===== src/design/mst_pkg.sv =====
// Shared types and constants for the multitouch slot tracker.
// Used by mst_frac and multitouch_slot_tracker_top; depends on nothing.
`default_nettype none

package mst_pkg;

   // Default sizes of the slot table and of the position fraction.
   localparam int SLOT_COUNT_DEF    = 32;
   localparam int FRACTION_BITS_DEF = 16;

   // Event type codes.
   localparam logic [4:0] TYPE_SYNC = 5'd0;
   localparam logic [4:0] TYPE_ABS  = 5'd3;

   // Synchronization codes.
   localparam logic [9:0] SYNC_FRAME = 10'h000;
   localparam logic [9:0] SYNC_DROP  = 10'h003;

   // Absolute axis codes.
   localparam logic [9:0] ABS_SLOT     = 10'h02F;
   localparam logic [9:0] ABS_POS_X    = 10'h035;
   localparam logic [9:0] ABS_POS_Y    = 10'h036;
   localparam logic [9:0] ABS_TRACK_ID = 10'h039;

   // Request kind carried in tuser.
   localparam logic OP_EVENT = 1'b0;
   localparam logic OP_LOST  = 1'b1;

   // Result phase.
   localparam logic PHASE_DOWN = 1'b0;
   localparam logic PHASE_UP   = 1'b1;

   // Configuration register indexes.
   localparam logic [1:0] REG_X_MIN = 2'd0;
   localparam logic [1:0] REG_X_MAX = 2'd1;
   localparam logic [1:0] REG_Y_MIN = 2'd2;
   localparam logic [1:0] REG_Y_MAX = 2'd3;

   // Saturation limit of the contact count.
   localparam logic [5:0] COUNT_MAX = 6'd63;

   // No contact / no primary.
   localparam logic signed [31:0] NO_ID = -32'sd1;

   // One slot table entry.
   typedef struct packed {
      logic signed [31:0] tracking_id;
      logic signed [31:0] ending_id;
      logic signed [31:0] x;
      logic signed [31:0] y;
   } entry_type;

   localparam entry_type ENTRY_RESET = '{
      tracking_id: NO_ID,
      ending_id:   NO_ID,
      x:           32'sd0,
      y:           32'sd0
   };

endpackage

`default_nettype wire


===== src/design/mst_frac.sv =====
// Bit-serial normalizer: maps a raw coordinate into a fraction of the span.
// Uses mst_pkg; one quotient bit per cycle by restoring division.
`default_nettype none

module mst_frac #(
   parameter int FRACTION_BITS = mst_pkg::FRACTION_BITS_DEF
) (
   input  wire logic               clock,
   input  wire logic               reset,
   input  wire logic               start,
   input  wire logic signed [31:0] raw,
   input  wire logic signed [31:0] lo,
   input  wire logic signed [31:0] hi,
   output logic                    busy,
   output logic [15:0]             frac
);
   import mst_pkg::*;

   localparam int NW = 33 + FRACTION_BITS;
   localparam int CW = $clog2(FRACTION_BITS);

   typedef enum logic [1:0] {F_IDLE, F_PREP, F_DIV} fstate_type;

   fstate_type                 state_ff;
   logic signed [32:0]         span_ff;
   logic signed [32:0]         d_ff;
   logic [32:0]                rem_ff;
   logic [FRACTION_BITS-1:0]   low_ff;
   logic [FRACTION_BITS-1:0]   quo_ff;
   logic [CW-1:0]              cnt_ff;

   logic [NW-1:0]              num;
   logic [33:0]                trial;
   logic [33:0]                trial_sub;
   logic [FRACTION_BITS+15:0]  quo_ext;

   // Numerator d * (2^FRACTION_BITS - 1) and the trial subtraction of one step.
   always_comb begin
      num       = {d_ff[32:0], {FRACTION_BITS{1'b0}}} - {{FRACTION_BITS{1'b0}}, d_ff[32:0]};
      trial     = {rem_ff, low_ff[FRACTION_BITS-1]};
      trial_sub = trial - {1'b0, span_ff[32:0]};
      quo_ext   = {16'd0, quo_ff};
   end

   assign busy = (state_ff != F_IDLE);
   assign frac = quo_ext[15:0];

   // Sequencer: take operands, settle the special cases, then divide.
   always_ff @(posedge clock) begin
      if (reset) begin
         state_ff <= F_IDLE;
         cnt_ff   <= '0;
      end else begin
         unique case (state_ff)
            F_IDLE: begin
               if (start) begin
                  span_ff  <= {hi[31], hi} - {lo[31], lo};
                  d_ff     <= {raw[31], raw} - {lo[31], lo};
                  state_ff <= F_PREP;
               end
            end
            F_PREP: begin
               if (span_ff <= 33'sd0 || d_ff <= 33'sd0) begin
                  quo_ff   <= '0;
                  state_ff <= F_IDLE;
               end else if (d_ff >= span_ff) begin
                  quo_ff   <= '1;
                  state_ff <= F_IDLE;
               end else begin
                  rem_ff   <= num[NW-1:FRACTION_BITS];
                  low_ff   <= num[FRACTION_BITS-1:0];
                  quo_ff   <= '0;
                  cnt_ff   <= '0;
                  state_ff <= F_DIV;
               end
            end
            F_DIV: begin
               if (!trial_sub[33]) begin
                  rem_ff <= trial_sub[32:0];
                  quo_ff <= {quo_ff[FRACTION_BITS-2:0], 1'b1};
               end else begin
                  rem_ff <= trial[32:0];
                  quo_ff <= {quo_ff[FRACTION_BITS-2:0], 1'b0};
               end
               low_ff <= {low_ff[FRACTION_BITS-2:0], 1'b0};
               cnt_ff <= cnt_ff + 1'b1;
               if (cnt_ff == CW'(FRACTION_BITS - 1)) begin
                  state_ff <= F_IDLE;
               end
            end
            default: state_ff <= F_IDLE;
         endcase
      end
   end

endmodule

`default_nettype wire


===== config.mk =====
export PLATFORM = sky130hd
export DESIGN_NAME = mst_frac
export DESIGN_NICKNAME = d
export VERILOG_FILES = /design/src/design/mst_pkg.sv /design/src/design/mst_frac.sv
export SDC_FILE = /design/constraint.sdc
export NUM_CORES = 1
export LEC_CHECK = 0
export ABC_AREA = 1
export CORE_MARGIN = 1.5
export CORE_UTILIZATION = 65
export CTS_CLUSTER_SIZE = 24
export DETAILED_ROUTE_END_ITERATION = 8
export DONT_BUFFER_PORTS = 1
export GPL_TIMING_DRIVEN = 0
export PLACE_DENSITY = 0.8
export SLEW_MARGIN = 20
export SYNTH_ARGS = -nofsm -noshare
export SYNTH_HDL_FRONTEND = slang
export SYNTH_SLANG_ARGS = --single-unit
export TNS_END_PERCENT = 10

===== constraint.sdc =====
create_clock -name clock -period 5.4 [get_ports clock]
set_input_delay 1.08 -clock clock [delete_from_list [all_inputs] [get_ports clock]]
set_output_delay 1.08 -clock clock [all_outputs]
set_load 0.01 [all_outputs]

======== Word-level counts from Yosys, hierarchy flattened ========
Index checks and enable logic that the tools add are counted.
Widths: inputs -> output; s select.
word-level totals
  bits in registers ....................... 137
  logic and storage cells ................. 51
operators by class
  add/subtract/negate cells ............... 5
  $lt $le $gt $ge ......................... 3
  equal/unequal tests ..................... 7
  mux-type cells .......................... 19
  bitwise operators ....................... 1
  reduce and logical (&&, ||, !) cells .... 9
operators by type and width
  cell                 number
  $mux 33              3
  $le 33x1->1 const B  2
  $pmux 33 s2          1
  $sub 32x32->33       2
  $mux 16              4
  $pmux 16 s2          2
  $sub 49x33->49       1
  $sub 34x33->34       1
  $ge 33x33->1         1
  $mux 2               4
  $mux 4               2
  $ne 2x2->1 const B   4
  $pmux 4 s2           1
  $pmux 2 s3           1
  $reduce_and 3->1     2
  $add 4x1->4 const B  1
  $eq 4x4->1 const B   1
  $reduce_and 2->1     2
  $reduce_and 4->1     1
  $reduce_bool 2->1    2
  $eq 2x1->1 const B   1
  $eq 2x2->1 const B   1
  $logic_not 2->1      1
  $logic_or 1x1->1     1
  other kinds (2)      2

======== Depth between registers and ports, before layout ========
  word-level depth ........................ 4
  depth in mapped cells ................... 19
  gate-level depth less buffers ........... 19

======== Worst setup path after synthesis ========
OpenSTA, ideal clock, no wires.
  kind .................................... register to register
  from .................................... register d_ff[32]
  to ...................................... register low_ff[0], enable pin
  arrival time ............................ 3.962 ns
  slack ................................... 0.966 ns
  cell stages (with the launch flop) ...... 12
  buffers on the path ..................... 0
  period minus slack after synthesis ...... 4.434 ns
  cells stage by stage .................... edfxtp_1 > ha_1 > nand2_1 > nor2_1 > nand4_1 > nor2_1 > nand3b_1 > nand3_1 > nand2_1 > nand2_1 > nand2_4 > a21oi_1
on the way
  longest elaborated chain between the ends .. 4
RTL lines
  item                          line            source
  start, declared               mst_frac.sv:26  logic signed [32:0] d_ff;
  start signal, assigned        mst_frac.sv:58  d_ff <= {raw[31], raw} - {lo[31], lo};
  $le 33x1->1                   mst_frac.sv:63  if (span_ff <= 33'sd0 || d_ff <= 33'sd0) begin
  $logic_or 1x1->1              mst_frac.sv:63
  $ne 2x2->1 (no line)          -
  $reduce_and 4->1 (no line) *  -
  end signal, assigned          mst_frac.sv:71  low_ff <= num[FRACTION_BITS-1:0];
  end signal, assigned          mst_frac.sv:85  low_ff <= {low_ff[FRACTION_BITS-2:0], 1'b0};
  end, declared                 mst_frac.sv:28  logic [FRACTION_BITS-1:0] low_ff;
Every way passes the cells marked *; elsewhere a longest branch is shown, timed or not.
A chain may end at the register's enable or synchronous reset.

======== Worst setup path after layout ========
  from .................................... register d_ff[16]
  to ...................................... register low_ff[7], enable pin
Same word-level chain as after synthesis.

==> impl_metrics.py <==
metrics = {
    "placed_design": {
        "gp_congestion": 1.078,
        "hpwlAfterDp_mm": 37.37,
        "io_buffers": 0,
    },
    "logic_synthesis": {
        "ys_async_sr_fraction_pct": 0,
        "synth_edf_count": 131,
        "yosysTopAreaCellShare_pct": 27.31,
        "syn_nets": 2331,
        "synth_ff_type": "edfxtp_1",
        "synthDistinctLibCells": 47,
        "syn_inst": 2077,
        "yosys_warnings": 0,
        "avgSynthCellArea_sq_um": 6.935,
        "synth-seq-area-share_pct": 28.14,
        "synth_top_area_cell": "edfxtp_1",
        "synth_area_leaders": "edfxtp_1 27%, nand2_1 15%, ha_1 13%, inv_1 7.4%, nor2_1 5.6%",
        "synth-seq-cells": 137,
        "synthTopCellsByCount": "576 x nand2_1, 283 x inv_1, 216 x nor2_1",
        "synth_most_common_cell": "nand2_1",
        "netlist_area_sq_mm": 0.01440,
    },
    "timing": {
        "slew_headroom_pct": 41.70,
        "hold_violations": 0,
        "period_needed_ps": 3061,
        "rsz0062_at_grt": "false",
        "worst_pin_slew_ps": 873.5,
        "setup_viol": 0,
        "fmax_ghz": 0.3266,
        "period_share_pct": 56.69,
        "clock_skew_ps": 14.11,
        "report.final.slew_viol_count": 0,
    },
    "cts": {
        "postCtsResizedCells": 0,
        "htreeDepth": 4,
        "cts_buffers": 17,
        "cts_tree": "done",
        "cts_setup_buffers": 0,
        "clock_latency_ps": 430,
        "clockRootBuffer": "clkbuf_16",
        "clock_path_buffers": 2,
        "path_clk_slew_ps": 60,
        "clock-sinks": 137,
        "cts_hold_buf": 0,
    },
    "critical_path": {
        "critPathSlowestCell": "edfxtp_1",
        "end_kind": "flop",
        "path_max_fanout": 25,
        "crit_arrival_ps": 3190,
        "path_cells": "ha_1 -> nand2_1 -> nor2_1 -> nand2_1 -> nor3_1 -> nand3b_1 -> nand3_1 -> nand2_1 -> nand2_1 -> nand2_4 -> a21oi_4 -> buf_16 -> buf_16",
        "critPathTopFamily": "simple AND/OR/NAND/NOR gates",
        "crit_top_cell": "nand2_1",
        "cpPeakStageDelay_ps": 590,
        "startpoint_type": "flop",
        "critPathRequiredTime_ps": 5530,
        "path_buf_inv": 2,
        "crit_type": "reg -> reg",
    },
    "global_routing": {
        "grtUsageTotal_pct": 38.92,
        "grt_pass1_vias": 13840,
        "grt_max_degree": 31,
        "grt_pass1_wl_mm": 70.77,
        "gr-total-overflow": 0,
        "grt_antenna_before_repair": 0,
    },
    "cells_and_area": {
        "areaGrowthSynthToFinish_pct": 7.254,
        "layout-drive-gt1-share_pct": 5.064,
        "fin_util_pct": 71.01,
        "final_nets": 2354,
        "diodes": 0,
    },
    "drt": {
        "drc": 0,
        "vias_per_cell": 6.044,
        "ant_nets": 0,
        "finalWirelength_mm": 45.29,
        "drtIter0Drc": 1262,
        "avgRoutedWirePerCell_um": 18.92,
        "dr.pass1.iters": 5,
        "vias": 14460,
    },
    "pwr": {
        "pwr_density_cell_mw_per_mm2": 368.4,
        "power.total_mw": 5.691,
        "p_leak_nw": 7.251,
        "ir_drop_mv": 0.1766,
    },
    "flow_run": {
        "drv_cap": 0,
    },
    "floorplanning": {
        "core_area_sq_mm": 0.02176,
        "start_util_pct": 66.21,
        "io_pins": 116,
        "row_count": 54,
        "die-area_sq_mm": 0.02306,
        "fp.dieW_um": 151.9,
        "dieHeight_um": 151.9,
    },
    "hold_path": {
        "hold_path.class": "reg -> reg",
    },
    "outcome": {
        "outcome": "finished clean",
    },
}
[worst min-delay path, delay by kind of cell (launching register included)]
family | cells | cell delay (ps)
AND/OR/NAND/NOR | 2 | 140
flip-flops | 1 | 320
[path summary, 6_finish.rpt]
check	startpoint	to	slack, ps	cells after the start
worst max-delay path	d_ff[16]$_DFFE_PP_	low_ff[7]$_DFFE_PP_	2340	13
worst min-delay path	cnt_ff[3]$_SDFFE_PP0P_	cnt_ff[3]$_SDFFE_PP0P_	500	2
worst max register to register	d_ff[16]$_DFFE_PP_	low_ff[7]$_DFFE_PP_	2340	13
worst min register to register	cnt_ff[3]$_SDFFE_PP0P_	cnt_ff[3]$_SDFFE_PP0P_	500	2
[flip-flops by register name (all words and copies together), names as in the netlist]
register and flops:
d_ff 33, low_ff 16, rem_ff 33, frac 16, span_ff 33, cnt_ff 4, state_ff 2
[cell type report]
type	instances	area (sq um)
Buffer	21	152.6
Clock buffer	18	429.2
Clock inverter	14	148.9
Fill cell	1848	6307
Inverter	287	1077
Multi-Input combinational cell	1632	9141
Sequential cell	137	4054
Tap cell	280	350.3
Timing Repair Buffer	4	95.09
[through the flow]
step	TNS, ps	instance area (sq um)	setup WS (ps)	std cells	hold WS, ps
after floorplan	0	14400	965.8	2077	453.6
after global placement	-21480	14750	-444.9	2357	465.7
after detailed placement	0	14870	2078	2361	484.7
after CTS	0	15450	2401	2393	493.5
after global routing	0	15450	2231	2393	549.5
final	0	15450	2339	2393	497.9
[where the power goes]
part / internal, mW / total (mW) / switching (mW) / leakage [nW]
Clock: 0.682 / 1.17 / 0.484 / 0.273
Sequential: 1.52 / 1.71 / 0.188 / 1.26
Combinational: 0.942 / 2.82 / 1.88 / 5.72
Total: 3.14 / 5.69 / 2.55 / 7.25
[logic make-up after synthesis]
family / after synthesis / synth area share [%]
xor gates and xnor gates: 91 / 5.533
AOI/OAI and AO/OA: 335 / 13.19
adders and majority gates: 155 / 13.62
DFF: 137 / 28.14
buffers and inverters: 308 / 8.539
and+or+nand+nor: 1051 / 30.98
[per-layer routing]
layer | wire length [um] | share of wire [%] | global-route usage [%] | up-vias
li1 | - | - | - | 6952
met1 | 17480 | 39 | 47.51 | 6640
met2 | 21260 | 47 | 66.30 | 716
met3 | 3714 | 8.2 | 4.649 | 155
met4 | 2828 | 6.2 | 22.88 | 0
met5 | 0 | 0 | 0 | -
[cell usage in the layout (no fill, tap or decap), drive strengths merged]
cell / synthesis / layout
xnor2: 34 / 34
nor4: 25 / 25
clkinv: 1 / 7
o21ai: 95 / 95
a21boi: 2 / 2
inv: 286 / 288
nand2: 601 / 601
a221oi: 2 / 2
o211ai: 7 / 7
o2111ai: 4 / 4
nor3: 26 / 26
edfxtp: 131 / 131
a21oi: 156 / 156
a21o: 23 / 23
o2bb2ai: 1 / 1
and2: 1 / 1
bufinv: 0 / 2
o21bai: 17 / 17
nor2: 222 / 222
a31oi: 13 / 13
nand3: 129 / 129
o21a: 13 / 13
clkinvlp: 0 / 4
nand4: 18 / 18
fa: 3 / 3
dfxtp: 6 / 6
xor2: 57 / 57
nand3b: 17 / 17
o2111a: 1 / 1
clkbuf: 4 / 22
ha: 152 / 152
a31o: 1 / 1
buf: 17 / 21
or2: 12 / 12
Note: power is estimated with default switching activity, not from simulation.
